$ cat src/rtl/sbd_pkg.sv
package sbd_pkg;

  localparam int FrameBytesDef   = 32;
  localparam int WireOverheadDef = 7;

  localparam logic [7:0] ByteEsc       = 8'hE0;
  localparam logic [7:0] ByteStart     = 8'hE2;
  localparam logic [7:0] ByteEnd       = 8'hE3;
  localparam logic [7:0] CmdNewerResp  = 8'hA1;
  localparam logic [7:0] CmdOlderResp  = 8'hF0;
  localparam int         MinFrameCount = 6;
  localparam int         MinAppLen     = 3;

  localparam logic [2:0] CfgClient    = 3'd0;
  localparam logic [2:0] CfgTarget    = 3'd1;
  localparam logic [2:0] CfgTargetEn  = 3'd2;
  localparam logic [2:0] CfgNewerPres = 3'd3;
  localparam logic [2:0] CfgOlderPres = 3'd4;
  localparam logic [2:0] CfgBcast     = 3'd5;
  localparam logic [2:0] CfgEntryId   = 3'd6;
  localparam logic [2:0] CfgCrcSeed   = 3'd7;

  typedef enum logic [1:0] {
    MODE_BYTE   = 2'd0,
    MODE_START  = 2'd1,
    MODE_EXPIRE = 2'd2,
    MODE_NONE   = 2'd3
  } mode_e;

  typedef enum logic [1:0] {
    ACT_NONE  = 2'd0,
    ACT_PROBE = 2'd1,
    ACT_DONE  = 2'd2
  } action_e;

  typedef enum logic [1:0] {
    PH_IDLE       = 2'd0,
    PH_NEWER_WAIT = 2'd1,
    PH_OLDER_WAIT = 2'd2,
    PH_COMPLETE   = 2'd3
  } phase_e;

  typedef struct packed {
    logic [1:0] mode;
    logic [7:0] rx_byte;
    logic       on_newer_link;
  } in_item_t;

  typedef struct packed {
    logic [1:0] action;
    logic       link_protocol;
    logic [7:0] probe_destination;
    logic [7:0] host_address;
    logic       frame_matched;
    logic [7:0] device_type;
  } out_item_t;

  typedef struct packed {
    logic [7:0]  own_address;
    logic [7:0]  target_address;
    logic        target_enable;
    logic        newer_link_present;
    logic        older_link_present;
    logic [7:0]  broadcast_address;
    logic [15:0] wanted_entry_id;
    logic [15:0] crc_start_value;
  } cfg_t;

  function automatic logic [15:0] crc_byte(input logic [15:0] crc, input logic [7:0] b);
    logic [15:0] c;
    c = crc ^ {b, 8'h00};
    for (int i = 0; i < 8; i++) begin
      c = c[15] ? ({c[14:0], 1'b0} ^ 16'h1021) : {c[14:0], 1'b0};
    end
    return c;
  endfunction

endpackage

$ cat src/rtl/sbd_stream_if.sv
interface sbd_stream_if #(
  parameter int W = 1
);
  logic         valid;
  logic         ready;
  logic [W-1:0] data;

  modport source (output valid, output data, input ready);
  modport sink (input valid, input data, output ready);
endinterface

$ cat src/rtl/serial_bus_discovery_deframer_core.sv
// Serial bus discovery deframer.
// in_s carries {mode, rx_byte, on_newer_link}; out_s carries one result per
// input transaction: {action, link_protocol, probe_destination, host_address,
// frame_matched, device_type}. Mode 3 transactions yield a result with no action.
// A transaction is queued when accepted and then moved from the queue into the
// back-end output register, which presents its result.
// Throughput: one transaction per cycle while the receiver takes results; framing,
// CRC-16 and header checks for a byte are combinational in the back end.
// Each link keeps only the first ten frame bytes in flops; later bytes, up to
// FRAME_BYTES in all, only feed the CRC and the byte count.
// Configuration writes (cfg_we_i, cfg_idx_i, cfg_data_i) take effect on the
// next edge; issue them only while no transaction is in flight.
// Reset: all framing state cleared, phase idle, no board found, registers at
// their defaults.
// When the receiver stalls the output register holds, the queue fills and
// in_s.ready drops once the queue holds two transactions.
module serial_bus_discovery_deframer_core #(
  parameter int FRAME_BYTES   = sbd_pkg::FrameBytesDef,
  parameter int WIRE_OVERHEAD = sbd_pkg::WireOverheadDef
) (
  input  logic        clk_i,
  input  logic        rst_ni,
  sbd_stream_if.sink  in_s,
  sbd_stream_if.source out_s,
  input  logic        cfg_we_i,
  input  logic [2:0]  cfg_idx_i,
  input  logic [15:0] cfg_data_i
);
  import sbd_pkg::*;

  cfg_t     cfg_q;
  logic     push, full, empty, pop;
  in_item_t push_item, pop_item;

  always_ff @(posedge clk_i or negedge rst_ni) begin
    if (!rst_ni) begin
      cfg_q.own_address        <= 8'd0;
      cfg_q.target_address     <= 8'd0;
      cfg_q.target_enable      <= 1'b0;
      cfg_q.newer_link_present <= 1'b1;
      cfg_q.older_link_present <= 1'b0;
      cfg_q.broadcast_address  <= 8'd255;
      cfg_q.wanted_entry_id    <= 16'd8;
      cfg_q.crc_start_value    <= 16'd4129;
    end else if (cfg_we_i) begin
      unique case (cfg_idx_i)
        CfgClient:    cfg_q.own_address        <= cfg_data_i[7:0];
        CfgTarget:    cfg_q.target_address     <= cfg_data_i[7:0];
        CfgTargetEn:  cfg_q.target_enable      <= cfg_data_i[0];
        CfgNewerPres: cfg_q.newer_link_present <= cfg_data_i[0];
        CfgOlderPres: cfg_q.older_link_present <= cfg_data_i[0];
        CfgBcast:     cfg_q.broadcast_address  <= cfg_data_i[7:0];
        CfgEntryId:   cfg_q.wanted_entry_id    <= cfg_data_i;
        CfgCrcSeed:   cfg_q.crc_start_value    <= cfg_data_i;
        default: ;
      endcase
    end
  end

  sbd_front u_front (
    .in_s,
    .push_o(push), .push_item_o(push_item), .full_i(full)
  );

  sbd_fifo #(.W($bits(in_item_t)), .DEPTH(2)) u_fifo (
    .clk_i, .rst_ni,
    .push_i(push), .push_data_i(push_item), .full_o(full), .empty_o(empty),
    .pop_i(pop), .pop_data_o(pop_item)
  );

  sbd_back #(.FRAME_BYTES(FRAME_BYTES), .WIRE_OVERHEAD(WIRE_OVERHEAD)) u_back (
    .clk_i, .rst_ni, .cfg_i(cfg_q),
    .empty_i(empty), .item_i(pop_item), .pop_o(pop), .out_s
  );
endmodule

$ cat src/rtl/sbd_front.sv
// Front: accepts input transactions and pushes them unchanged into a small queue.
module sbd_front (
  sbd_stream_if.sink          in_s,
  output logic                push_o,
  output sbd_pkg::in_item_t   push_item_o,
  input  logic                full_i
);

  // Every mode, the unused one too, yields exactly one result downstream.
  assign in_s.ready  = !full_i;
  assign push_o      = in_s.valid && !full_i;
  assign push_item_o = in_s.data;
endmodule

$ cat src/rtl/sbd_fifo.sv
module sbd_fifo #(
  parameter int W     = 11,
  parameter int DEPTH = 2
) (
  input  logic         clk_i,
  input  logic         rst_ni,
  input  logic         push_i,
  input  logic [W-1:0] push_data_i,
  output logic         full_o,
  output logic         empty_o,
  input  logic         pop_i,
  output logic [W-1:0] pop_data_o
);
  localparam int AW = (DEPTH > 1) ? $clog2(DEPTH) : 1;

  logic [W-1:0] mem_q [DEPTH];
  logic [AW-1:0] wr_q, wr_d, rd_q, rd_d;
  logic [AW:0]   cnt_q, cnt_d;

  function automatic logic [AW-1:0] inc(input logic [AW-1:0] p);
    return (p == AW'(DEPTH - 1)) ? '0 : p + 1'b1;
  endfunction

  always_comb begin
    wr_d  = push_i ? inc(wr_q) : wr_q;
    rd_d  = pop_i ? inc(rd_q) : rd_q;
    cnt_d = cnt_q + (AW+1)'(push_i) - (AW+1)'(pop_i);
  end

  always_ff @(posedge clk_i or negedge rst_ni) begin
    if (!rst_ni) begin
      wr_q  <= '0;
      rd_q  <= '0;
      cnt_q <= '0;
    end else begin
      wr_q  <= wr_d;
      rd_q  <= rd_d;
      cnt_q <= cnt_d;
    end
  end

  always_ff @(posedge clk_i) begin
    if (push_i) mem_q[wr_q] <= push_data_i;
  end

  assign full_o     = (cnt_q == (AW+1)'(DEPTH));
  assign empty_o    = (cnt_q == '0);
  assign pop_data_o = mem_q[rd_q];
endmodule

$ cat src/rtl/sbd_back.sv
// Back: framing, CRC, frame checks and discovery sequencing. One item per cycle while the output is not stalled.
module sbd_back #(
  parameter int FRAME_BYTES   = sbd_pkg::FrameBytesDef,
  parameter int WIRE_OVERHEAD = sbd_pkg::WireOverheadDef
) (
  input  logic                clk_i,
  input  logic                rst_ni,
  input  sbd_pkg::cfg_t       cfg_i,
  input  logic                empty_i,
  input  sbd_pkg::in_item_t   item_i,
  output logic                pop_o,
  sbd_stream_if.source        out_s
);
  import sbd_pkg::*;

  localparam int CW = $clog2(FRAME_BYTES + 1);
  localparam int IW = $clog2(FRAME_BYTES);

  // Header bytes 0..9 are all that the checks read; kept in flops per link.
  logic [7:0]    hdr_q [2][10];
  logic [CW-1:0] cnt_q [2];
  logic [15:0]   crc_q [2];
  logic [1:0]    esc_q, open_q;
  phase_e        phase_q, phase_d;
  logic          found_q, found_d;
  logic [7:0]    faddr_q, faddr_d;

  logic      ovalid_q;
  out_item_t out_q, res;

  logic      take, li, newer, waiting, is_byte, data_byte, end_close, store_it;
  logic      match;
  logic [7:0] b [10];
  logic [7:0] app;
  logic [8:0] ds9;
  logic       next_newer, do_probe, do_clear;

  assign take  = !empty_i && (!ovalid_q || out_s.ready);
  assign pop_o = take;
  assign newer = item_i.on_newer_link;
  assign li    = !newer;

  always_comb begin
    for (int k = 0; k < 10; k++) b[k] = hdr_q[li][k];
    waiting = !found_q &&
              ((newer && phase_q == PH_NEWER_WAIT) || (!newer && phase_q == PH_OLDER_WAIT));
    is_byte   = (item_i.mode == MODE_BYTE) && waiting;
    end_close = is_byte && !esc_q[li] && item_i.rx_byte == ByteEnd && open_q[li];
    data_byte = is_byte && (esc_q[li] || (item_i.rx_byte != ByteEsc &&
                item_i.rx_byte != ByteStart && item_i.rx_byte != ByteEnd));
    store_it  = data_byte && (cnt_q[li] < CW'(FRAME_BYTES));
    app = b[1] - 8'(WIRE_OVERHEAD);
    match = (crc_q[li] == 16'h0) && (cnt_q[li] >= CW'(MinFrameCount)) &&
            (b[1] >= 8'(WIRE_OVERHEAD)) &&
            (b[0] == cfg_i.own_address || b[0] == cfg_i.broadcast_address) &&
            (app >= 8'(MinAppLen)) && (app >= 8'd6);
    if (newer) begin
      ds9 = 9'd6 + {1'b0, b[8]};
      match = match && b[3] == CmdNewerResp && b[5] == 8'h0 &&
              {b[6], b[7]} == cfg_i.wanted_entry_id && b[8] != 8'h0 &&
              {1'b0, app} >= ds9;
    end else begin
      ds9 = 9'd5 + {1'b0, b[7]};
      match = match && b[3] == CmdOlderResp && b[4] == 8'h1 &&
              {b[5], b[6]} == cfg_i.wanted_entry_id && b[7] != 8'h0 &&
              {1'b0, app} >= ds9;
    end
    match = match && (!cfg_i.target_enable || b[2] == cfg_i.target_address);
  end

  always_comb begin
    res        = '0;
    phase_d    = phase_q;
    found_d    = found_q;
    faddr_d    = faddr_q;
    do_probe   = 1'b0;
    do_clear   = 1'b0;
    next_newer = cfg_i.newer_link_present;
    unique case (item_i.mode)
      MODE_BYTE: begin
        if (end_close && match) begin
          found_d           = 1'b1;
          faddr_d           = b[2];
          res.link_protocol = newer;
          res.frame_matched = 1'b1;
          res.device_type   = newer ? b[9] : b[8];
        end
      end
      MODE_START: begin
        if (phase_q == PH_IDLE && (cfg_i.newer_link_present || cfg_i.older_link_present))
          do_probe = 1'b1;
      end
      MODE_EXPIRE: begin
        if (phase_q == PH_NEWER_WAIT || phase_q == PH_OLDER_WAIT) begin
          if (found_q) begin
            res.action        = ACT_DONE;
            res.link_protocol = (phase_q != PH_OLDER_WAIT);
            phase_d           = PH_COMPLETE;
          end else begin
            do_clear = 1'b1;
            do_probe = 1'b1;
            if (cfg_i.newer_link_present && cfg_i.older_link_present)
              next_newer = (phase_q != PH_NEWER_WAIT);
          end
        end
      end
      default: ;
    endcase
    if (do_probe) begin
      phase_d               = next_newer ? PH_NEWER_WAIT : PH_OLDER_WAIT;
      res.action            = ACT_PROBE;
      res.link_protocol     = next_newer;
      res.probe_destination = cfg_i.target_enable ? cfg_i.target_address
                                                  : cfg_i.broadcast_address;
    end
    res.host_address = faddr_d;
    if (res.action == ACT_NONE && !res.frame_matched) res.host_address = faddr_q;
  end

  always_ff @(posedge clk_i or negedge rst_ni) begin
    if (!rst_ni) begin
      phase_q  <= PH_IDLE;
      found_q  <= 1'b0;
      faddr_q  <= '0;
      esc_q    <= '0;
      open_q   <= '0;
      ovalid_q <= 1'b0;
      for (int l = 0; l < 2; l++) begin
        cnt_q[l] <= '0;
        crc_q[l] <= '0;
        for (int k = 0; k < 10; k++) hdr_q[l][k] <= '0;
      end
    end else begin
      if (take) ovalid_q <= 1'b1;
      else if (out_s.ready) ovalid_q <= 1'b0;
      if (take) begin
        phase_q  <= phase_d;
        found_q  <= found_d;
        faddr_q  <= faddr_d;
        if (do_clear) begin
          esc_q  <= '0;
          open_q <= '0;
          for (int l = 0; l < 2; l++) begin
            cnt_q[l] <= '0;
            crc_q[l] <= '0;
            for (int k = 0; k < 10; k++) hdr_q[l][k] <= '0;
          end
        end else if (is_byte) begin
          if (!esc_q[li] && item_i.rx_byte == ByteEsc) begin
            esc_q[li] <= 1'b1;
          end else if (!esc_q[li] && item_i.rx_byte == ByteStart) begin
            cnt_q[li]  <= '0;
            crc_q[li]  <= cfg_i.crc_start_value;
            open_q[li] <= 1'b1;
          end else if (!esc_q[li] && item_i.rx_byte == ByteEnd) begin
            if (open_q[li]) begin
              open_q[li] <= 1'b0;
              cnt_q[li]  <= '0;
            end
          end else begin
            esc_q[li] <= 1'b0;
            if (store_it) begin
              for (int k = 0; k < 10; k++)
                if (cnt_q[li][IW-1:0] == IW'(k) && cnt_q[li] < CW'(10))
                  hdr_q[li][k] <= item_i.rx_byte;
              cnt_q[li] <= cnt_q[li] + 1'b1;
              crc_q[li] <= crc_byte(crc_q[li], item_i.rx_byte);
            end
          end
        end
      end
    end
  end

  always_ff @(posedge clk_i) begin
    if (take) out_q <= res;
  end

  assign out_s.valid = ovalid_q;
  assign out_s.data  = out_q;
endmodule
$ cat src/flat_wrapper.sv
// flat-port wrapper written by rule: the top's interface ports become plain ports
module serial_bus_discovery_deframer_core_flat import sbd_pkg::*;
#(
  parameter int FRAME_BYTES   = sbd_pkg::FrameBytesDef,
  parameter int WIRE_OVERHEAD = sbd_pkg::WireOverheadDef
)
  (clk_i, rst_ni, cfg_we_i, cfg_idx_i, cfg_data_i, in_s_valid, in_s_data, in_s_ready, out_s_valid, out_s_data, out_s_ready);
  sbd_stream_if in_s_i ();
  sbd_stream_if out_s_i ();
  input  logic clk_i;
  input  logic rst_ni;
  input  logic cfg_we_i;
  input  logic [2:0] cfg_idx_i;
  input  logic [15:0] cfg_data_i;
  input wire logic [$bits(in_s_i.valid)-1:0] in_s_valid;
  input wire logic [$bits(in_s_i.data)-1:0] in_s_data;
  output wire logic [$bits(in_s_i.ready)-1:0] in_s_ready;
  output wire logic [$bits(out_s_i.valid)-1:0] out_s_valid;
  output wire logic [$bits(out_s_i.data)-1:0] out_s_data;
  input wire logic [$bits(out_s_i.ready)-1:0] out_s_ready;
  assign in_s_i.valid = in_s_valid;
  assign in_s_i.data = in_s_data;
  assign in_s_ready = in_s_i.ready;
  assign out_s_valid = out_s_i.valid;
  assign out_s_data = out_s_i.data;
  assign out_s_i.ready = out_s_ready;
  serial_bus_discovery_deframer_core #(.FRAME_BYTES(FRAME_BYTES), .WIRE_OVERHEAD(WIRE_OVERHEAD)) u_core (.clk_i(clk_i), .rst_ni(rst_ni), .in_s(in_s_i), .out_s(out_s_i), .cfg_we_i(cfg_we_i), .cfg_idx_i(cfg_idx_i), .cfg_data_i(cfg_data_i));
endmodule
$ cat config.mk
export PLATFORM = sky130hd
export DESIGN_NAME = serial_bus_discovery_deframer_core_flat
export DESIGN_NICKNAME = d
export VERILOG_FILES = /design/src/rtl/sbd_pkg.sv /design/src/rtl/sbd_stream_if.sv /design/src/rtl/serial_bus_discovery_deframer_core.sv /design/src/rtl/sbd_front.sv /design/src/rtl/sbd_fifo.sv /design/src/rtl/sbd_back.sv /design/src/flat_wrapper.sv
export SDC_FILE = /design/constraint.sdc
export NUM_CORES = 1
export LEC_CHECK = 0
export ABC_AREA = 1
export BUFFER_PORTS_ARGS = -buffer_cell sky130_fd_sc_hd__clkbuf_2
export CORE_AREA = 2 2 39 41
export DETAILED_ROUTE_END_ITERATION = 6
export DIE_AREA = 0 0 41 43
export PLACE_DENSITY_LB_ADDON = 0.12
export SLEW_MARGIN = 5
export SYNTH_ARGS = -nofsm -noshare
export SYNTH_HDL_FRONTEND = slang
export SYNTH_SLANG_ARGS = --single-unit
$ cat constraint.sdc
create_clock -name clk_i -period 1.5 [get_ports clk_i]
set_input_delay 0.075 -clock clk_i [delete_from_list [all_inputs] [get_ports clk_i]]
set_output_delay 0.075 -clock clk_i [all_outputs]
set_load 0.02 [all_outputs]
# Word level (Yosys, flattened, before mapping)
# Memories as Yosys holds them, arrays and structs flattened.
# Cells that the tools add are included.
[classes] addsub=8 n_lt_le_gt_ge=12 eq_ne=43 muxes=185 bitwise_logic=17 reduce_logical=96
[ops] cell="$mux 160" n=79
[ops] cell="$bwmux 160" n=10
[ops] cell="$demux 80 s1" n=10
[ops] cell="$mux 80" n=4
[ops] cell="$mux 32" n=7
[ops] cell="$mux 13" n=8
[ops] cell="$mux 12" n=7
[ops] cell="$mux 16" n=5
[ops] cell="$mux 72" n=1
[ops] cell="$bwmux 32" n=2
[ops] cell="$mux 64" n=1
[ops] cell="$mux 56" n=1
[ops] cell="$mux 48" n=1
[ops] cell="$logic_and 1x1->1" n=47
[ops] cell="$mux 40" n=1
[ops] cell="$eq 16x16->1" n=2
[ops] cell="$mux 2" n=16
[ops] cell="$eq 8x8->1" n=3
[ops] cell="$eq 8x8->1 const AB" n=3
[ops] cell="$mux 24" n=1
[ops] cell="$mux 6" n=4
[ops] cell="$ne 8x8->1 const AB" n=3
[ops] cell="$not 3->3" n=8
[ops] cell="$mux 1" n=21
[ops] cell="other kinds (63)" n=116
[word_totals] regBits=276 mem_bits_rw=2 in_bits=25 output_inout_bits=3 wordCells=403 memories=1
[memory_table] name="u_core.u_fifo.mem_q" words=2 word_bits=1 rd=1 rd_clocked_by_memory_dff=0 wr=1 line_no="sbd_fifo.sv:16" source="logic [W-1:0] mem_q [DEPTH];"

# Longest topological paths before layout
# Gate-level depths: netlist of the first run.
# An unclocked memory read counts as a cell.
[logic_depth] ltp_word=96 depth_mapped=9 depth_no_buf=9

# Modules after synthesis
# A second synthesis of the first run with hierarchy kept.
[unflattened] hier_cells=1904 area_unflattened_um2=15255.9
[by_module_without_submodules] module="sbd_back" instances=1 cells_each=1539 area_per_inst_um2=11697.5 seq_area_each_um2=4959.8
[by_module_without_submodules] module="serial_bus_discovery_deframer_core" instances=1 cells_each=268 area_per_inst_um2=2414.8 seq_area_each_um2=1492.7
[by_module_without_submodules] module="sbd_fifo" instances=1 cells_each=82 area_per_inst_um2=1043.5 seq_area_each_um2=760.7
[by_module_without_submodules] module="sbd_front" instances=1 cells_each=15 area_per_inst_um2=100.1 seq_area_each_um2=0.0

# Worst setup path before layout of the first run
# No wires, ideal clock.
[synth_timing] path_kind="register to register" start="reg u_core.u_back.ovalid_q (netlist: u_core.u_back.out_s.valid)" end="reg u_core.u_fifo.cnt_q[1]" setup_time_ns=0.116 arrival_ns=1.232 required_ns=1.384 setup_slack_ns=0.152 path_stages_with_launch=9 path_buffers=0 synth_period_minus_slack_ns=1.348 cell_sequence="dfrtp_1 inv_1 nor2_1 a21oi_1 ha_1 inv_1 ha_1 nand3_1 nand2_1"
[synth_via] elab_chain_len=4
[synth_rtl] element="from (decl)" line_no="sbd_back.sv:28" source="logic ovalid_q;"
[synth_rtl] element="from (signal assigned)" line_no="sbd_back.sv:127" source="ovalid_q <= 1'b0;"
[synth_rtl] element="from (signal assigned)" line_no="sbd_back.sv:134" source="if (take) ovalid_q <= 1'b1;"
[synth_rtl] element="from (signal assigned)" line_no="sbd_back.sv:135" source="else if (out_s.ready) ovalid_q <= 1'b0;"
[synth_rtl] element="$logic_not 1->1" line_no="sbd_back.sv:38" source="assign take = !empty_i && (!ovalid_q || out_s.ready);"
[synth_rtl] element="$logic_or 1x1->1" line_no="sbd_back.sv:38"
[synth_rtl] element="$logic_and 1x1->1" line_no="sbd_back.sv:38"
[synth_rtl] element="net u_core.pop" line_no="serial_bus_discovery_deframer_core.sv:32" source="logic push, full, empty, pop;"
[synth_rtl] element="$sub 2x1->2" line_no="sbd_fifo.sv:27" source="cnt_d = cnt_q + (AW+1)'(push_i) - (AW+1)'(pop_i);"
[synth_rtl] element="net u_core.u_fifo.cnt_d[1]" line_no="sbd_fifo.sv:18" source="logic [AW:0] cnt_q, cnt_d;"
[synth_rtl] element="to (signal assigned)" line_no="sbd_fifo.sv:38" source="cnt_q <= cnt_d;"
[synth_rtl] element="to (decl)" line_no="sbd_fifo.sv:18"
# The timed path passes the listed nets, and every way through them passes these cells.
# A chain may end at the register's enable or synchronous reset.

# Worst setup path after layout of the first run
[layout_timing] start="reg u_core.u_fifo.cnt_q[1]" end="reg u_core.u_fifo.cnt_q[1]"
[layout_via] elab_cells_between_ends=8 cone_classes="add/sub (2); eq/ne (1); reduce/logical (5)"
[layout_rtl] element="$logic_not 2->1" line_no="sbd_fifo.sv:47" source="assign empty_o = (cnt_q == '0);"
[layout_rtl] element="$logic_not 1->1" line_no="sbd_back.sv:38"
[layout_rtl] element="$logic_and 1x1->1" line_no="sbd_back.sv:38"
[layout_rtl] element="net u_core.pop" line_no="serial_bus_discovery_deframer_core.sv:32"
[layout_rtl] element="$sub 2x1->2" line_no="sbd_fifo.sv:27"
[layout_rtl] element="net u_core.u_fifo.cnt_d[1]" line_no="sbd_fifo.sv:18"
# The timed path passes the listed nets, and every way through them passes these cells.

==> results of run 1 <==
[registers in the layout (all words and copies together), names as in the netlist]
| name | count |
|---|---|
| u_core.u_fifo.cnt_q | 2 |
| u_core.u_back.out_s.valid | 1 |
[worst max-delay path by stage]
stage | startpoint | to | depth (start not counted)
2_1_floorplan | u_core.u_back.out_s.valid | u_core.u_fifo.cnt_q[1] | 8
3_3_place_gp | u_core.u_fifo.cnt_q[0] | u_core.u_fifo.cnt_q[1] | 7
3_5_place_dp | u_core.u_fifo.cnt_q[0] | u_core.u_fifo.cnt_q[1] | 7
4_1_cts | u_core.u_fifo.cnt_q[0] | u_core.u_fifo.cnt_q[1] | 7
5_1_grt | u_core.u_back.out_s.valid | u_core.u_fifo.cnt_q[1] | 9
6_report | u_core.u_fifo.cnt_q[1] | u_core.u_fifo.cnt_q[1] | 7
[metrics by stage]
stage               power (mW)  hold slack (ns)  cells
finish                   0.545           0.0772     49
global placement         0.421           -0.125     44
CTS                      0.564           0.0723     49
global route             0.625           0.0815     49
floorplan                0.347           -0.221     24
detailed placement       0.415           -0.123     44
[synth_stat cells]
master	instances	area share, %
nand2_2	1	3.3
a21boi_0	1	4.0
nand3_1	1	2.7
inv_2	1	2.0
a21oi_1	1	2.7
nor2_1	1	2.0
conb_1	1	2.0
buf_4	1	4.0
ha_1	2	13
inv_1	5	10
o211ai_1	1	4.0
dfrtp_1	3	40
nand2_1	5	10
[power by group through the flow]
stage          Sequential [mW]  Combinational, mW  Clock, mW
2_1_floorplan            0.157              0.190          0
3_3_place_gp             0.147              0.274          0
3_5_place_dp             0.147              0.268          0
4_1_cts                  0.146              0.270      0.148
5_1_grt                  0.149              0.319      0.158
6_report                 0.145              0.261      0.139
[cell families (layout without fill, tap and decap cells)]
group / after synthesis / in the layout / synth area share, %
DFF: 3 / 3 / 40.0
buffers and inverters: 7 / 16 / 16.0
adders and majority gates: 2 / 2 / 13.3
other: 1 / 1 / 2.00
and+or+nand+nor: 8 / 8 / 18.0
AOI/OAI and AO/OA: 3 / 3 / 10.7
[metal layers]
metal	up-vias	GRT usage [%]	part of all wire, %	routed length (microns)
met5	-	0	0	0
met4	0	8.00	0	0
met2	4	6.56	52	161
met3	0	3.14	4.9	15
li1	90	-	-	-
met1	69	5.48	42	130
[repair_timing]
action | in CTS | in global routing
hold endpoints to repair | 3 | 0
hold buffers | 1 | 0
gates resized for setup | 0 | 0
[layout by cell type, fill, tap and decap left out, drive strengths merged]
cell type    Yosys  layout
ha               2       2
a21boi           1       1
nor2             1       1
o211ai           1       1
nand3            1       1
clkbuf           0       9
inv              6       6
a21oi            1       1
conb             1       1
nand2            6       6
dlygate4sd3      0       1
dfrtp            3       3
[final cells by class]
cell class              count  area, sq um  share of cell area (%)
clock buffers               4         26.3                    10.0
multi-input cells          14         82.6                    31.6
flip-flops and latches      3         75.1                    28.7
inverters                   6         22.5                    8.61
repair buffers              6         35.0                    13.4
well taps                  16         20.0                    7.66
==> impl_metrics.py, run 1 <==
metrics = {
    "status": {
        "status": "finished, final reports clean",
    },
    "setup_path": {
        "crit_path_frequent_cell": "ha_1",
        "arrival_ns": 1.42,
        "critPathBufInv": 2,
        "critPathKind": "reg2reg",
        "cp_cell_sequence": "inv_2 > a21oi_1 > ha_1 > inv_1 > ha_1 > nand3_1 > nand2_1",
        "rr_endpoint": "u_core.u_fifo.cnt_q[1]",
        "reg2reg_from": "u_core.u_fifo.cnt_q[1]",
        "critPathMaxFanout": 4,
        "critical_path.slowest_cell": "dfrtp_1",
        "critPathRequiredTime_ns": 1.61,
        "slowest_delay_ns": 0.40,
        "start_kind": "register",
        "r2r_cells": 7,
        "cpLargestDelayFamily": "adder cells",
        "rrSetupSlack_ns": 0.20,
        "worst_setup_path_end_kind": "register",
    },
    "route": {
        "wl_per_cell_microns": 6.29,
        "drtIter0Drc": 6,
        "detail_route.vias_per_cell": 3.33,
        "routed_wl_microns": 308,
        "routed-via-count": 163,
        "drtPass1Iterations": 2,
        "ant_nets": 0,
        "drc": 0,
    },
    "timing": {
        "tns_ns": 0,
        "setup_slack_ns": 0.199,
        "fin_crit_ns": 1.30,
        "finalHoldViolCount": 0,
        "skew_ns": 0.00125,
        "setup_viol": 0,
        "fin_crit_sh_pct": 86.7,
        "rsz0062_at_grt": "no",
        "clock.fmax_mhz": 769,
        "slew_violations": 0,
    },
    "min_path": {
        "min_path_cells": 2,
        "hold_path.class": "in2reg",
        "whs_endpoint": "u_core.u_back.out_s.valid",
        "min-delay-start": "out_s_ready",
    },
    "floorplanning": {
        "core.rowCount": 14,
        "coreArea_sq_um": 1380,
        "die_w_microns": 41,
        "ioPinCount": 28,
        "start_util_pct": 13.6,
        "die_h_microns": 43,
        "die-area_sq_um": 1760,
    },
    "pwr": {
        "powerDensity_nw_per_um2": 2080,
        "p_switching_uw": 223,
        "p_int_uw": 321,
        "clkPwrFrac_pct": 25.5,
        "p_leak_nw": 0.146,
        "swShare_pct": 41.0,
        "p_seq_share_pct": 26.6,
        "irDropWorstVdd_v": 0.000449,
        "combPwrFrac_pct": 47.9,
    },
    "placement": {
        "place_area_sq_um": 225,
        "routabilityCongestion": 0.657,
        "dpl.hpwl_microns": 260,
        "dpl_worst_slack_ns": 0.194,
        "numPortBuffers": 5,
    },
    "clock_tree": {
        "cts.sinks": 3,
        "h-tree-depth": 1,
        "clkTransAtPathRegs_ns": 0.04,
        "cts_buffers": 3,
        "cts_tree": "done",
        "cts_setup_buffers": 0,
        "root_buffer": "clkbuf_4",
        "clockBufferDepth": 2,
        "clk_latency_ns": 0.23,
    },
    "global_routing": {
        "track_usage_pct": 5.63,
        "gr-total-overflow": 0,
        "grt_antenna_before_repair": 0,
        "grt_pass1_vias": 161,
        "grt_max_degree": 6,
        "grt_first_pass_wirelength_microns": 593,
    },
    "synth": {
        "synth-seq-cells": 3,
        "syn-instance-count": 24,
        "synth_area_sq_um": 188,
        "yosys_warnings": 0,
        "synth.net_count": 51,
        "synthDistinctLibCells": 13,
        "ys_seq_area_share_pct": 40.0,
        "avgSynthCellArea_sq_um": 7.82,
    },
    "cells_and_area": {
        "antenna_cells": 0,
        "layout-area-overhead-vs-synth_pct": 39.3,
        "layout-drive-gt1-share_pct": 30.3,
        "fin_nets": 61,
        "final_util_pct": 18.9,
        "stdcell_area_sq_um": 262,
        "n_fill_cell": 166,
    },
    "job": {
        "cap_violations": 0,
    },
}
(Power assumes the default switching activity.)
==> inputs of run 2 (changes only) <==
ABC_AREA = default   (was 1)
GPL_TIMING_DRIVEN = 0   (was default)
SLEW_MARGIN = 20   (was 5)
==> run 2 against run 1 <==
Power increased by 4.5%. Via count decreased by 15%. Flip-flop and latch count unchanged. Sequential share of layout area decreased by 0.27 points. Combinational power increased by 3%. Global-route usage decreased by 0.60 points. Highest routed layer unchanged.
==> impl_metrics.py, run 2 <==
metrics = {
    "cells_and_area": {
        "final_cell_mix": "clkbuf_2, inv_1, clkbuf_4, dfrtp_1",
        "stdcell_area_sq_um": 264,
        "layout_commonest_cell": "clkbuf_2",
        "n_fill_cell": 158,
        "layout-drive-gt1-share_pct": 41.4,
        "largest_reg_flops": 2,
        "layout-area-overhead-vs-synth_pct": 55.1,
        "fin_nets": 57,
        "antenna_cells": 0,
        "top_register": "u_core.u_fifo.cnt_q",
    },
    "clock_tree": {
        "root_buffer": "clkbuf_4",
        "clk_latency_ns": 0.23,
        "cts_buffers": 3,
        "clockBufferDepth": 2,
        "cts_tree": "done",
        "clkTransAtPathRegs_ns": 0.04,
        "h-tree-depth": 1,
        "cts.sinks": 3,
    },
    "timing": {
        "rsz0062_at_grt": "yes",
        "finalHoldViolCount": 0,
        "fin_crit_sh_pct": 98.8,
        "setup_viol": 0,
        "skew_ns": 0.00300,
        "clock.fmax_mhz": 675,
        "setup_slack_ns": 0.0186,
        "fin_crit_ns": 1.48,
        "tns_ns": 0,
        "slew_violations": 0,
    },
    "setup_path": {
        "crit_start": "u_core.u_fifo.cnt_q[1]",
        "r2r_cells": 7,
        "critPathKind": "reg2reg",
        "worst_setup_path_end_kind": "register",
        "rr_endpoint": "u_core.u_fifo.cnt_q[1]",
        "critPathRequiredTime_ns": 1.65,
        "arrival_ns": 1.63,
        "rrSetupSlack_ns": 0.02,
        "reg2reg_from": "u_core.u_fifo.cnt_q[1]",
        "start_kind": "register",
        "critPathMaxFanout": 3,
    },
    "pwr": {
        "combPwrFrac_pct": 47.4,
        "clkPwrFrac_pct": 25.1,
        "irDropWorstVdd_v": 0.000658,
        "powerDensity_nw_per_um2": 2150,
        "p_seq_share_pct": 27.5,
        "power_uw": 569,
        "p_int_uw": 358,
        "p_leak_nw": 0.137,
        "swShare_pct": 37.1,
        "p_switching_uw": 211,
    },
    "route": {
        "detail_route.vias_per_cell": 3.09,
        "routed-via-count": 139,
        "drtPass1Iterations": 1,
        "drtIter0Drc": 0,
        "ant_nets": 0,
        "drc": 0,
        "routed_wl_microns": 312,
        "wl_per_cell_microns": 6.93,
    },
    "global_routing": {
        "grt_first_pass_wirelength_microns": 517,
        "grt_pass1_vias": 138,
        "gr-total-overflow": 0,
        "track_usage_pct": 5.03,
        "grt_max_degree": 4,
        "grt_antenna_before_repair": 0,
    },
    "min_path": {
        "min-delay-start": "out_s_ready",
        "hold_path.class": "in2reg",
        "min_path_cells": 2,
        "whs_endpoint": "u_core.u_back.out_s.valid",
    },
    "synth": {
        "ys_seq_area_share_pct": 44.1,
        "syn-instance-count": 18,
        "synth_top_cell_by_area": "dfrtp_1",
        "synth_area_sq_um": 170,
        "avgSynthCellArea_sq_um": 9.45,
        "synth_top_cell_area_share_pct": 44.1,
        "synth-seq-cells": 3,
        "synth_common_cells": "inv_1, dfrtp_1, ha_1, xnor2_1",
        "synth.net_count": 45,
        "synth-edff-count": 0,
        "synth_ff_type": "dfrtp_1",
        "yosys_warnings": 0,
        "yosysMostFrequentCell": "inv_1",
        "synth.top_cells.by_area": "dfrtp_1, ha_1, xnor2_1",
        "synthDistinctLibCells": 11,
        "async_flop_share_pct": 100,
    },
    "job": {
        "cap_violations": 0,
    },
    "floorplanning": {
        "core.rowCount": 14,
        "coreArea_sq_um": 1380,
        "ioPinCount": 28,
        "die-area_sq_um": 1760,
        "start_util_pct": 12.3,
        "die_h_microns": 43,
        "die_w_microns": 41,
    },
    "status": {
        "status": "finished, final reports clean",
    },
    "placement": {
        "numPortBuffers": 5,
        "dpl_worst_slack_ns": 0.0208,
        "routabilityCongestion": 0.643,
        "dpl.hpwl_microns": 234,
        "place_area_sq_um": 215,
    },
}
-- run 2: cell types whose count changed after synthesis, sizes merged --
cell and change:
a21boi -1, and2 +1, inv -2, nand2 -6
nand2b +1, nand3 -1, o211ai -1, o21ai +1
xnor2 +2
-- run 2: worst max-delay path, cell delays in order (launching register included) --
cell and delay [ns]:
dfrtp_1 0.40, nor2_2 0.14, a21oi_1 0.06, ha_1 0.27, inv_1 0.04, ha_2 0.17
xnor2_1 0.18, xnor2_1 0.15
-- run 2: per-layer routing --
metal | vias up | global-route usage [%] | wire, microns
met1 | 65 | 4.52 | 117
met4 | 0 | 8.00 | 0
met2 | 2 | 6.56 | 186
li1 | 72 | - | -
met3 | 0 | 1.57 | 8
met5 | - | 0 | 0
-- run 2: power groups by stage --
stage          Sequential, mW  Clock [mW]  Combinational, mW
2_1_floorplan           0.161           0              0.172
3_3_place_gp            0.155           0              0.247
3_5_place_dp            0.154           0              0.243
4_1_cts                 0.153       0.151              0.247
5_1_grt                 0.160       0.166              0.315
6_report                0.156       0.143              0.270
-- run 2: kinds of logic (layout without fill, tap and decap cells) --
| logic type | after synthesis | in the layout | synth area share, % |
|---|---|---|---|
| other | 1 | 1 | 2.20 |
| AO/OA/AOI/OAI | 2 | 2 | 5.88 |
| AND/OR/NAND/NOR | 3 | 3 | 9.56 |
| adder cells (fa/ha/maj) | 2 | 2 | 14.7 |
| flip-flops | 3 | 3 | 44.1 |
| buffers and inverters | 5 | 16 | 13.2 |
| XOR/XNOR | 2 | 2 | 10.3 |
-- run 2: through the flow --
stage	util [%]	hold slack, ns	std cells
after floorplan	-	-0.221	18
after global placement	15.6	-0.125	39
after detailed placement	15.6	-0.124	39
after CTS	18.2	0.0602	44
after global routing	19.1	0.0683	45
final	19.1	0.0587	45
-- run 2: worst max path at each step --
| stage | end | cells after the start |
|---|---|---|
| final | u_core.u_fifo.cnt_q[1] | 7 |
| after global routing | u_core.u_fifo.cnt_q[1] | 7 |
| after CTS | u_core.u_fifo.cnt_q[1] | 7 |
| after detailed placement | u_core.u_fifo.cnt_q[1] | 7 |
| after global placement | u_core.u_fifo.cnt_q[1] | 7 |
| after floorplan | u_core.u_fifo.cnt_q[1] | 6 |
-- run 2: what timing repair did --
item	in CTS	in global routing
gates resized for setup	0	2
hold buffers	1	0
endpoints found under the hold margin	3	0
setup buffers	0	1
endpoints found under the setup margin	0	1
-- run 2: area by class of cell --
type	count	area (sq um)	area share, %
plain buffers	1	7.51	2.84
well taps	16	20.0	7.58
repair buffers	7	42.5	16.1
clock buffers	4	26.3	9.95
inverters	4	15.0	5.69
flip-flops and latches	3	75.1	28.4
multi-input cells	10	77.6	29.4
